[config.mk]
export PLATFORM = sky130hd
export DESIGN_NAME = websocket_frame_deframer
export DESIGN_NICKNAME = d
export VERILOG_FILES = /design/src/rtl/wsfd_pkg.sv /design/src/rtl/wsfd_parser.sv /design/src/rtl/websocket_frame_deframer.sv
export SDC_FILE = /design/constraint.sdc
export NUM_CORES = 1
export LEC_CHECK = 0
export BUFFER_PORTS_ARGS = -buffer_cell sky130_fd_sc_hd__buf_4
export CAP_MARGIN = 20
export CORE_UTILIZATION = 56
export DETAILED_ROUTE_END_ITERATION = 12
export PLACE_DENSITY = 0.77
export SETUP_SLACK_MARGIN = 0.05
export SLEW_MARGIN = 20
export SYNTH_ARGS = -nofsm -noshare
export SYNTH_HDL_FRONTEND = slang
export SYNTH_SLANG_ARGS = --single-unit
[constraint.sdc]
create_clock -name clk -period 4.6 [get_ports clk]
set_clock_uncertainty 0.05 [all_clocks]
set_input_delay 0.92 -clock clk [delete_from_list [all_inputs] [get_ports clk]]
set_output_delay 0.92 -clock clk [all_outputs]
set_load 0.05 [all_outputs]
[src/rtl/wsfd_pkg.sv]
// Shared types and constants for the WebSocket frame deframer.
// No dependencies; used by wsfd_parser and websocket_frame_deframer.
package wsfd_pkg;

	// Width of the payload length cap register.
	localparam int CAP_W = 21;
	// Width of the declared length as it arrives on the wire.
	localparam int LEN_W = 64;

	// Reset value of the payload length cap.
	localparam logic [CAP_W-1:0] CAP_RESET = 21'd1048576;

	// Parser phase codes.
	localparam int PH_W = 3;
	localparam logic [PH_W-1:0] PH_HDR0    = 3'd0;
	localparam logic [PH_W-1:0] PH_HDR1    = 3'd1;
	localparam logic [PH_W-1:0] PH_EXTLEN  = 3'd2;
	localparam logic [PH_W-1:0] PH_KEY     = 3'd3;
	localparam logic [PH_W-1:0] PH_PAYLOAD = 3'd4;
	localparam logic [PH_W-1:0] PH_HALT    = 3'd5;

	// Result kinds.
	localparam logic [1:0] KIND_PAYLOAD  = 2'd0;
	localparam logic [1:0] KIND_EMPTY    = 2'd1;
	localparam logic [1:0] KIND_OVERSIZE = 2'd2;

	// Header constants.
	localparam logic [3:0] OPC_CLOSE  = 4'h8;
	localparam logic [6:0] LEN_CODE16 = 7'd126;
	localparam logic [6:0] LEN_CODE64 = 7'd127;
	localparam logic [3:0] EXT16_BYTES = 4'd2;
	localparam logic [3:0] EXT64_BYTES = 4'd8;
	localparam logic [3:0] KEY_BYTES   = 4'd4;

	// One result word from the parser.
	typedef struct packed {
		logic       valid;
		logic [1:0] kind;
		logic [3:0] opcode;
		logic [7:0] data;
		logic       last;
	} wsfd_result_t;

endpackage

[src/rtl/wsfd_parser.sv]
// Frame header parser and payload unmasker, one byte per step.
// Depends on wsfd_pkg for phase codes, result kinds and the result type.
module wsfd_parser (
	input  logic                        clk,
	input  logic                        arst_n,
	input  logic                        step,
	input  logic [7:0]                  rx_byte,
	input  logic [wsfd_pkg::CAP_W-1:0]  cap,
	output wsfd_pkg::wsfd_result_t      res
);
	import wsfd_pkg::*;

	logic [PH_W-1:0]  phase_q, phase_d;
	logic [3:0]       opc_q, opc_d;
	logic             mask_q, mask_d;
	logic [LEN_W-1:0] len_q, len_d;
	logic [3:0]       left_q, left_d;
	logic [31:0]      key_q, key_d;
	logic [1:0]       idx_q, idx_d;
	logic             do_len;
	logic             do_body;
	logic             over;
	logic [7:0]       key_byte;
	logic [CAP_W-1:0] cnt_dec;
	wsfd_result_t     res_d;

	// Key byte for the current payload position; first key byte comes first.
	always_comb begin
		case (idx_q)
			2'd0: key_byte = key_q[31:24];
			2'd1: key_byte = key_q[23:16];
			2'd2: key_byte = key_q[15:8];
			default: key_byte = key_q[7:0];
		endcase
	end

	// Payload bytes left shrinks by one; after the cap check it fits the cap width.
	assign cnt_dec = len_q[CAP_W-1:0] - {{(CAP_W-1){1'b0}}, 1'b1};

	// Next-state logic for one received byte.
	always_comb begin
		phase_d = phase_q;
		opc_d   = opc_q;
		mask_d  = mask_q;
		len_d   = len_q;
		left_d  = left_q;
		key_d   = key_q;
		idx_d   = idx_q;
		do_len  = 1'b0;
		do_body = 1'b0;
		over    = 1'b0;
		res_d   = '0;

		case (phase_q)
			PH_HDR0: begin
				opc_d   = rx_byte[3:0];
				phase_d = PH_HDR1;
			end
			PH_HDR1: begin
				mask_d = rx_byte[7];
				len_d  = '0;
				if (rx_byte[6:0] == LEN_CODE16) begin
					left_d  = EXT16_BYTES;
					phase_d = PH_EXTLEN;
				end else if (rx_byte[6:0] == LEN_CODE64) begin
					left_d  = EXT64_BYTES;
					phase_d = PH_EXTLEN;
				end else begin
					len_d  = {{(LEN_W-7){1'b0}}, rx_byte[6:0]};
					do_len = 1'b1;
				end
			end
			PH_EXTLEN: begin
				len_d  = {len_q[LEN_W-9:0], rx_byte};
				left_d = left_q - 4'd1;
				do_len = (left_d == 4'd0);
			end
			PH_KEY: begin
				key_d   = {key_q[23:0], rx_byte};
				left_d  = left_q - 4'd1;
				do_body = (left_d == 4'd0);
			end
			PH_PAYLOAD: begin
				idx_d = idx_q + 2'd1;
				len_d = {{(LEN_W-CAP_W){1'b0}}, cnt_dec};
				res_d.valid  = 1'b1;
				res_d.kind   = KIND_PAYLOAD;
				res_d.opcode = opc_q;
				res_d.data   = mask_q ? (rx_byte ^ key_byte) : rx_byte;
				res_d.last   = (cnt_dec == '0);
				if (cnt_dec == '0) begin
					phase_d = PH_HDR0;
				end
			end
			default: begin
				phase_d = PH_HALT;
			end
		endcase

		// Declared length is complete: check against the cap, then the key.
		if (do_len) begin
			over = (|len_d[LEN_W-1:CAP_W]) || (len_d[CAP_W-1:0] > cap);
			if (over) begin
				res_d.valid  = 1'b1;
				res_d.kind   = KIND_OVERSIZE;
				res_d.opcode = OPC_CLOSE;
				res_d.data   = 8'd0;
				res_d.last   = 1'b1;
				phase_d      = PH_HALT;
			end else if (mask_d) begin
				left_d  = KEY_BYTES;
				key_d   = '0;
				phase_d = PH_KEY;
			end else begin
				do_body = 1'b1;
			end
		end

		// Header fully read: an empty frame ends here, otherwise payload follows.
		if (do_body) begin
			if (len_d == '0) begin
				res_d.valid  = 1'b1;
				res_d.kind   = KIND_EMPTY;
				res_d.opcode = opc_d;
				res_d.data   = 8'd0;
				res_d.last   = 1'b1;
				phase_d      = PH_HDR0;
			end else begin
				idx_d   = 2'd0;
				phase_d = PH_PAYLOAD;
			end
		end
	end

	// Parser state advances only on a processed byte.
	always_ff @(posedge clk or negedge arst_n) begin
		if (!arst_n) begin
			phase_q <= PH_HDR0;
			opc_q   <= '0;
			mask_q  <= 1'b0;
			len_q   <= '0;
			left_q  <= '0;
			key_q   <= '0;
			idx_q   <= '0;
		end else if (step) begin
			phase_q <= phase_d;
			opc_q   <= opc_d;
			mask_q  <= mask_d;
			len_q   <= len_d;
			left_q  <= left_d;
			key_q   <= key_d;
			idx_q   <= idx_d;
		end
	end

	// Result is only meaningful on a processed byte.
	always_comb begin
		res       = res_d;
		res.valid = res_d.valid & step;
	end

endmodule

[src/rtl/websocket_frame_deframer.sv]
// WebSocket client-to-server frame deframer with payload unmasking.
// Depends on wsfd_pkg and wsfd_parser.
//
// Usage:
//   Input channel: one received stream byte per word on rx_byte, with
//   in_valid and in_stall. Output channel: one result word per frame payload
//   byte, per empty frame, or one oversize close, with out_valid and out_stall.
//   The cap on the declared payload length is written through cfg_wr_en and
//   cfg_wr_data while the block is idle; it resets to 1048576.
// Timing:
//   A byte accepted at one edge is held in the input register and parsed
//   combinationally; its result, if any, is registered in the output
//   register at the next edge. One byte is taken every cycle while no
//   output word is held by out_stall.
// Reset:
//   Reset returns the parser to the first header byte, clears both registers
//   and restores the cap. After an oversize close every byte is accepted and
//   dropped until reset.
// Stall:
//   While the output word is held by out_stall, the parser pauses and the
//   input register holds its byte; in_stall rises only when that register is
//   full and cannot move on.
module websocket_frame_deframer (
	input  logic                       clk,
	input  logic                       arst_n,
	input  logic                       in_valid,
	output logic                       in_stall,
	input  logic [7:0]                 rx_byte,
	input  logic                       cfg_wr_en,
	input  logic [wsfd_pkg::CAP_W-1:0] cfg_wr_data,
	output logic                       out_valid,
	input  logic                       out_stall,
	output logic [1:0]                 result_kind,
	output logic [3:0]                 frame_opcode,
	output logic [7:0]                 payload_byte,
	output logic                       last_of_frame
);
	import wsfd_pkg::*;

	logic             vld_s1;
	logic [7:0]       byte_s1;
	logic [CAP_W-1:0] cap_q;
	logic             out_free;
	logic             step;
	wsfd_result_t     res;
	wsfd_result_t     res_q;

	// The output register can take a new word when empty or being drained.
	assign out_free = !res_q.valid || !out_stall;
	assign step     = vld_s1 && out_free;
	assign in_stall = vld_s1 && !out_free;

	// Payload length cap register.
	always_ff @(posedge clk or negedge arst_n) begin
		if (!arst_n) begin
			cap_q <= CAP_RESET;
		end else if (cfg_wr_en) begin
			cap_q <= cfg_wr_data;
		end
	end

	// Input register for received bytes.
	always_ff @(posedge clk or negedge arst_n) begin
		if (!arst_n) begin
			vld_s1 <= 1'b0;
		end else if (!in_stall) begin
			vld_s1 <= in_valid;
		end
	end

	always_ff @(posedge clk) begin
		if (!in_stall && in_valid) begin
			byte_s1 <= rx_byte;
		end
	end

	wsfd_parser u_parser (
		.clk     (clk),
		.arst_n  (arst_n),
		.step    (step),
		.rx_byte (byte_s1),
		.cap     (cap_q),
		.res     (res)
	);

	// Output register.
	always_ff @(posedge clk or negedge arst_n) begin
		if (!arst_n) begin
			res_q <= '0;
		end else if (out_free) begin
			res_q <= res;
		end
	end

	assign out_valid     = res_q.valid;
	assign result_kind   = res_q.kind;
	assign frame_opcode  = res_q.opcode;
	assign payload_byte  = res_q.data;
	assign last_of_frame = res_q.last;

endmodule

==> summary.md, run 1 <==
| Metric | Value |
|---|---|
| Peak VDD IR | ~0.00036 V |
| Top-count cell post-synth | dfrtp_1 |
| DRT Wirelength | roughly 23000 µm |
| Clk sink count | between 150 and 200 |
| TritonRoute pass-1 iters | 8 |
| Cell family with most CP delay | simple AND/OR/NAND/NOR gates |
| CTS Hold Bufs | 0 |
| Period utilization | a little over nine tenths |
| Clk Latency, worst-skew pair | 0.43 ns |
| Dpl ws | -0.203 ns |
| Placement-stage cell area | 0.00934 mm² |
| Area Overhead vs Synth | 16.5% |
| Critical setup path kind | reg2reg |
| Worst Path Max Fanout | 7 |
| Synth Register Bits | approximately 160 |
| Outcome | finished clean |
| Leakage | ~4.5 nW |
| Layout fillers | around 1200 |
| Worst Hold Class | reg2reg |
| Hold path start | result_kind[1] |
| Vias | about 7600 |
| Hpwl dp | approximately 16000 µm |
| Pin count of the biggest net entering global routing | between 80 and 90 |
| Critical Path RT | 4.86 ns |
| Relative slew slack | around a third |
| First-pass GRT wire length | around 38000 µm |
| Synthesized Nets | a little under 1000 |
| Final ANT Viol Nets | 0 |
| DR iter-0 viols | 929 |
| Reg2Reg Launch Point | u_parser.len_q[5] |
| RSZ-0062 raised after global routing | false |
| Post-Syn Area | approximately 0.0086 mm² |
| Critical path endpoint category | register |
| Die area | between 0.015 and 0.02 mm² |
| Starting Density | between 50% and 60% |
| Final net count | between 1000 and 1500 |
| Final hold vios | 0 |
| Synth unique cells | 76 |
| Root buf cell | clkbuf_16 |
| Die Span Y | 126 µm |
| Max Clock Freq | ~230 MHz |
| Longest Clk Path Bufs | 2 |
| Hold path cells | 2 |
| Row cnt | 44 |
| Mean Syn Cell Area | approximately 9.5 µm² |
| Final setup viols | 0 |
| Top_reg_cell synth | dfrtp_1 |
| Overflow after GRT | 0 |
| Final instance area | roughly 0.010 mm² |
| Number of cells on the critical path | 15 |
| Crit-path max cell delay | between 0.6 and 0.7 ns |
| DRC | 0 |
| Buffers & Inverters on Critical Path | 2 |
| Chip Width | around 130 µm |
| Core area | around 0.015 mm² |
| GP Congestion | between 1 and 1.5 |
| Total GRT Usage | around 31% |
| CTS tree | built |
| Arr. time, crit path | around 4.6 ns |
| Hold EP | result_kind[1] |
| Number of synthesis warnings | 0 |
| Syn Inst Count | 903 |
| Max-slew violation count | 0 |
| Ys async rst share | about 95% |
| Synth area leaders | dfrtp_1, a22o_1, nand2_1 |
| Max stage delay cell, worst path | or4_4 |
| Post-DR wirelength/cell | a little over 20 µm |
| Antenna violations before repair | 0 |
| Max-cap check violation count | 0 |
| Register area share after synthesis | a little under half |
| Top cells by count, synth | dfrtp_1, nand2_1, a22o_1, o21ai_0, clkbuf_1 |
| CTS H-Tree Depth | 4 |
| Min Hold Slack | 0.423 ns |
| CTS buffer count | 17 |
| Worst-Margin Slew | about 1.0 ns |
| EDFF count, synth | 8 |
| Crit start category | register |
| Fin crit period | between 4 and 5 ns |
| Antenna fix cells | 0 |
| I/O Buffers | 50 |
| FF-to-FF End | frame_opcode[3] |
| Via-per-instance ratio | roughly 6.6 |
| Ports | 51 |
| Share of cells above drive strength 1 | 19.5% |
| Area leader, netlist | dfrtp_1 |
| Total chip power | roughly 0.0059 W |
| Min setup slack post-route | about 0.25 ns |
| Reg2reg path depth | 15 |
| Pwr/cell area | 586 mW/mm² |
| Number of global-route vias before repair | about 7300 |
| Worst path cell trace | or4_4, or4_4, o211ai_1, and3_1, inv_1, ha_1, nand2_1, nor3_1, a2111oi_2, nand4_1, o21ai_2, buf_4, a21oi_2, a2111oi_1, nor3_1 |
| Post-synth top area share | a little over two fifths |
| Worst-path clk slew | 0.07 ns |
| Worst reg-to-reg setup slack | between 0.2 and 0.25 ns |
## layer usage
metal  vias up  wire length [µm]  global-route usage (%)
met5         -                 0                       0
met4         0               985                    16.5
met3        77              1820                    6.75
met2       367             10600                    46.4
met1      3729              9970                    42.9
li1       3472                 -                       -
## worst max-delay path by stage
stage | from | to | slack [ns]
floorplan | u_parser.len_q[0] | u_parser.key_q[0] | 0.24
global placement | u_parser.len_q[1] | u_parser.key_q[22] | -0.06
detailed placement | u_parser.len_q[1] | u_parser.key_q[6] | -0.20
CTS | u_parser.len_q[1] | frame_opcode[2] | 0.06
global route | u_parser.len_q[1] | frame_opcode[1] | 0.07
finish | u_parser.len_q[5] | frame_opcode[3] | 0.25
## stage by stage
step                      TNS [ns]  utilization, %  std cells
final                            0            68.0       1160
after floorplan                  0               -        903
after global routing             0            68.0       1160
after CTS                        0            67.4       1157
after detailed placement     -5.95            63.3       1124
after global placement       -1.92            63.3       1124
## sequential cells by signal, summed over array words and instances, names as in the netlist, 4 cells and up
register	count
frame_opcode	4
payload_byte	8
cap_q	21
u_parser.opc_q	4
u_parser.left_q	4
u_parser.len_q	64
byte_s1	8
u_parser.key_q	32
## where the power goes
part | total [W] | internal [W] | switching, W | leakage, nW
Clock | 0.00135 | 0.000751 | 0.000597 | 0.266
Sequential | 0.00176 | 0.00156 | 0.000195 | 2.05
Combinational | 0.00278 | 0.00103 | 0.00175 | 2.23
Total | 0.00588 | 0.00334 | 0.00254 | 4.55
## kinds of logic (layout without fill, tap and decap cells)
group | after synthesis | count (layout) | share of synthesized area, %
adder cells (fa/ha/maj) | 35 | 35 | 4.91
XOR/XNOR | 15 | 15 | 1.53
AO/OA/AOI/OAI | 277 | 278 | 23.6
AND/OR/NAND/NOR | 301 | 301 | 17.5
flip-flops | 156 | 156 | 45.8
buffers and inverters | 109 | 181 | 5.38
multiplexers | 10 | 10 | 1.24
## tightest hold or removal path, cell delays in order (launching register included)
cell,delay (ns)
dfrtp_1,0.34
nand2_1,0.05
nand2_1,0.05
## cell usage in the layout, fill, tap and decap left out, types with 4 or more instances in the layout
master       n
a211oi_1     5
a21oi_1     31
a222oi_1    12
a22o_1      76
a31oi_1      8
a32oi_1      4
and2_1       7
and3_1       6
buf_4      111
clkbuf_16   17
dfrtp_1    147
edfxtp_1     8
ha_1        29
inv_1       37
inv_6        5
maj3_1       6
mux2_2       5
mux2i_1      5
nand2_1    125
nand3_1     11
nand4_1     17
nor2_1      43
nor2b_1     11
nor3_1      19
nor4_1      20
o211ai_1     6
o21ai_0     67
o21bai_1     5
o22ai_1      6
o31ai_1      6
or2_2        9
or4_1        4
or4_4        4
xnor2_1      5
xor2_1      10
## cell type report
class / count / area [µm²] / area share [%]
Multi-Input combinational cell: 639 / 4310 / 43.0
Sequential cell: 156 / 3950 / 39.3
Timing Repair Buffer: 112 / 845 / 8.42
Clock buffer: 17 / 425 / 4.24
Tap cell: 184 / 230 / 2.30
Inverter: 37 / 139 / 1.38
Clock inverter: 15 / 136 / 1.36
## repair_timing
| item | in CTS | in global routing |
|---|---|---|
| gates resized for setup | 8 | 13 |
| pin swaps | 1 | 5 |
| buffers inserted | 0 | 3 |
| endpoints found under the setup margin | 46 | 49 |
| gates cloned | 1 | 0 |
Note: power is estimated with default switching activity, not from simulation.
==> inputs of run 2 (changes only) <==
--- a/config.mk
+++ b/config.mk
@@ -7,9 +7,10 @@
 export LEC_CHECK = 0
 export BUFFER_PORTS_ARGS = -buffer_cell sky130_fd_sc_hd__buf_4
 export CAP_MARGIN = 20
-export CORE_UTILIZATION = 56
+export CORE_UTILIZATION = 51
+export CTS_CLUSTER_SIZE = 28
 export DETAILED_ROUTE_END_ITERATION = 12
-export PLACE_DENSITY = 0.77
+export PLACE_DENSITY = 0.71
 export SETUP_SLACK_MARGIN = 0.05
 export SLEW_MARGIN = 20
 export SYNTH_ARGS = -nofsm -noshare
==> run 2 against run 1 <==
Net effect: worst hold slack got worse by 0.0025 ns; die area rose by 9.6%; count of clock-buffer cells in the layout rose by 4; worst setup slack improved by 0.0063 ns; core utilization fell by 6.0 points; sequential power barely moved; non-clock buffer count rose by 8; critical path type unchanged; critical endpoint unchanged; highest routed layer unchanged.
==> summary.md, run 2 (synthesis results as in run 1) <==
| Metric | Value |
|---|---|
| Cell family with most CP delay | simple AND/OR/NAND/NOR gates (unchanged) |
| Number of global-route vias before repair | 7201 (was 7329) |
| Critical Path RT | 4.84 ns (was 4.86 ns) |
| Buffers & Inverters on Critical Path | 2 (unchanged) |
| Switching power | 0.00252 W (was 0.00254 W) |
| Antenna fix cells | 0 (unchanged) |
| Via-per-instance ratio | 6.22 (was 6.59) |
| Total GRT Usage | 28.2% (was 31.2%) |
| Hold EP | result_kind[1] (unchanged) |
| DRC | 0 (unchanged) |
| Overflow after GRT | 0 (unchanged) |
| Max Clock Freq | 230 MHz (about the same) |
| Crit-path max cell delay | 0.66 ns (was 0.61 ns) |
| Row cnt | 47 (was 44) |
| Hpwl dp | 16300 µm (was 16200 µm) |
| GP Congestion | 0.971 (was 1.00) |
| Post-Layout Cell Count | 1204 (was 1160) |
| CTS Hold Bufs | 0 (unchanged) |
| Max FFs per register | 64 (unchanged) |
| Final instance area | 0.0102 mm² (was 0.0100 mm²) |
| Antenna violations before repair | 0 (unchanged) |
| First-pass GRT wire length | 38700 µm (was 38400 µm) |
| Worst-path clk slew | 0.07 ns (about the same) |
| Outcome | finished clean (unchanged) |
| Reg2reg path depth | 15 (unchanged) |
| Clk sink count | 156 (unchanged) |
| Final ANT Viol Nets | 0 (unchanged) |
| Hold path cells | 2 (unchanged) |
| Cell mode on critical path | nor3_1 |
| Worst Path Max Fanout | 7 (unchanged) |
| CTS buffer count | 17 (unchanged) |
| Placed Cells | 1166 (was 1124) |
| Share of cells above drive strength 1 | 20.1% (was 19.5%) |
| Worst-Margin Slew | 1.07 ns (was 1.02 ns) |
| Pwr/cell area | 591 mW/mm² (was 586 mW/mm²) |
| Relative slew slack | 28.3% (was 31.6%) |
| Power share of the clock group | 24.3% (was 22.9%) |
| I/O Buffers | 50 (unchanged) |
| Die area | 0.0174 mm² (was 0.0159 mm²) |
| Leading registers by flop count | u_parser.len_q x64, u_parser.key_q x32, cap_q x21 (unchanged) |
| DR iter-0 viols | 903 (was 929) |
| Comb power frac | 46.7% (was 47.2%) |
| TritonRoute pass-1 iters | 6 (was 8) |
| Vias | 7489 (was 7645) |
| Critical setup path kind | reg2reg (unchanged) |
| Die Span Y | 132 µm (was 126 µm) |
| Worst Hold Class | reg2reg (unchanged) |
| RSZ-0062 raised after global routing | false (unchanged) |
| Post-DR wirelength/cell | 19.5 µm (was 20.1 µm) |
| Most common cell after layout, fill and taps aside | dfrtp_1 (unchanged) |
| Final net count | 1034 (was 1026) |
| Ports | 51 (unchanged) |
| Pin count of the biggest net entering global routing | 106 (was 87) |
| Period utilization | 94.5% (was 94.7%) |
| Share of power burned in registers | 28.9% (was 29.9%) |
| Leakage | 4.64 nW (was 4.55 nW) |
| Chip Width | 132 µm (was 126 µm) |
| Reg2Reg Launch Point | u_parser.len_q[5] (unchanged) |
| Starting Density | 52.1% (was 58.3%) |
| Peak VDD IR | 0.000370 V (was 0.000357 V) |
| Commonest non-fill, non-tap cells in the layout | dfrtp_1, nand2_1, buf_4, a22o_1, o21ai_0 (unchanged) |
| CTS H-Tree Depth | 4 (unchanged) |
| Max-cap check violation count | 0 (unchanged) |
| Int Power | 0.00353 W (was 0.00334 W) |
| Root buf cell | clkbuf_16 (unchanged) |
| Max stage delay cell, worst path | or4_1 (was or4_4) |
| Clk Latency, worst-skew pair | 0.43 ns (about the same) |
| DRT Wirelength | 23400 µm (about the same) |
| Fin crit period | 4.35 ns (about the same) |
| Final setup viols | 0 (unchanged) |
| Final hold vios | 0 (unchanged) |
| Area Overhead vs Synth | 18.9% (was 16.5%) |
| Worst reg-to-reg setup slack | 0.25 ns (about the same) |
| FF-to-FF End | frame_opcode[3] (unchanged) |
| Critical path endpoint category | register (unchanged) |
| Core area | 0.0165 mm² (was 0.0148 mm²) |
| Max-slew violation count | 0 (unchanged) |
| Setup TNS Final | 0 ns (unchanged) |
| Final core occ | 61.9% (was 68.0%) |
| Hold path start | result_kind[1] (unchanged) |
| Switching Share | 41.7% (was 43.2%) |
| Crit start category | register (unchanged) |
| Longest Clk Path Bufs | 2 (unchanged) |
| Worst path cell trace | or4_1, or4_4, o211ai_1, and3_1, inv_1, ha_1, nand2_1, nor3_1, a2111oi_2, nand4_1, o21ai_2, buf_4, a21oi_2, a2111oi_0, nor3_1 (was or4_4, or4_4, o211ai_1, and3_1, inv_1, ha_1, nand2_1, nor3_1, a2111oi_2, nand4_1, o21ai_2, buf_4, a21oi_2, a2111oi_1, nor3_1) |
| Largest Register | u_parser.len_q (unchanged) |
| Arr. time, crit path | 4.59 ns (was 4.61 ns) |
| CTS tree | built (unchanged) |
| Placement-stage cell area | 0.00944 mm² (was 0.00934 mm²) |
| Min Hold Slack | 0.421 ns (was 0.423 ns) |
[run 2: power groups by stage]
stage	clock network [W]	logic, W	registers [W]
floorplan	0	0.00165	0.00185
global placement	0	0.00269	0.00175
detailed placement	0	0.00269	0.00176
CTS	0.00149	0.00272	0.00174
global route	0.00154	0.00307	0.00178
finish	0.00147	0.00283	0.00175
[run 2: through the flow]
stage	power (W)	worst slack, ns
after floorplan	0.00350	0.243
after global placement	0.00444	-0.0976
after detailed placement	0.00445	-0.258
after CTS	0.00595	0.0609
after global routing	0.00639	0.0285
final	0.00605	0.251
[run 2: per-layer routing]
metal	wire (µm)	GRT usage (%)	up-vias	share of wire, %
met5	0	0	-	0
met4	531	9.69	0	2.3
met3	1400	4.46	43	6.0
met2	10800	43.5	309	46
met1	10700	40.5	3638	46
li1	-	-	3499	-
[run 2: cell type report]
| type | instances | area, µm² |
|---|---|---|
| Clock buffer | 21 | 460 |
| Clock inverter | 11 | 158 |
| Timing Repair Buffer | 120 | 942 |
| Tap cell | 220 | 275 |
| Multi-Input combinational cell | 639 | 4320 |
| Fill cell | 1394 | 6290 |
| Sequential cell | 156 | 3950 |
| Inverter | 37 | 139 |
[run 2: worst max path at each step]
| stage | slack [ns] | to | startpoint | depth (start not counted) |
|---|---|---|---|---|
| after detailed placement | -0.26 | u_parser.key_q[24] | u_parser.len_q[1] | 16 |
| after global routing | 0.03 | frame_opcode[3] | u_parser.len_q[5] | 15 |
| after global placement | -0.1 | u_parser.key_q[30] | u_parser.len_q[1] | 16 |
| final | 0.25 | frame_opcode[3] | u_parser.len_q[5] | 15 |
| after CTS | 0.06 | frame_opcode[1] | u_parser.len_q[1] | 16 |
| after floorplan | 0.24 | u_parser.key_q[0] | u_parser.len_q[0] | 18 |
[run 2: worst reg2reg max path: cells and delay by family, from the launching register on]
| kind | cells | cell delay (ns) |
|---|---|---|
| flops | 1 | 0.44 |
| fa+ha+maj | 1 | 0.26 |
| simple gates | 7 | 1.98 |
| buf+inv | 2 | 0.24 |
| compound gates | 5 | 1.22 |
[run 2: what timing repair did]
item,CTS,global route
gates cloned,1,0
resized for setup,7,14
endpoints found under the setup margin,46,49
buffers inserted,0,5
pin swaps,1,6
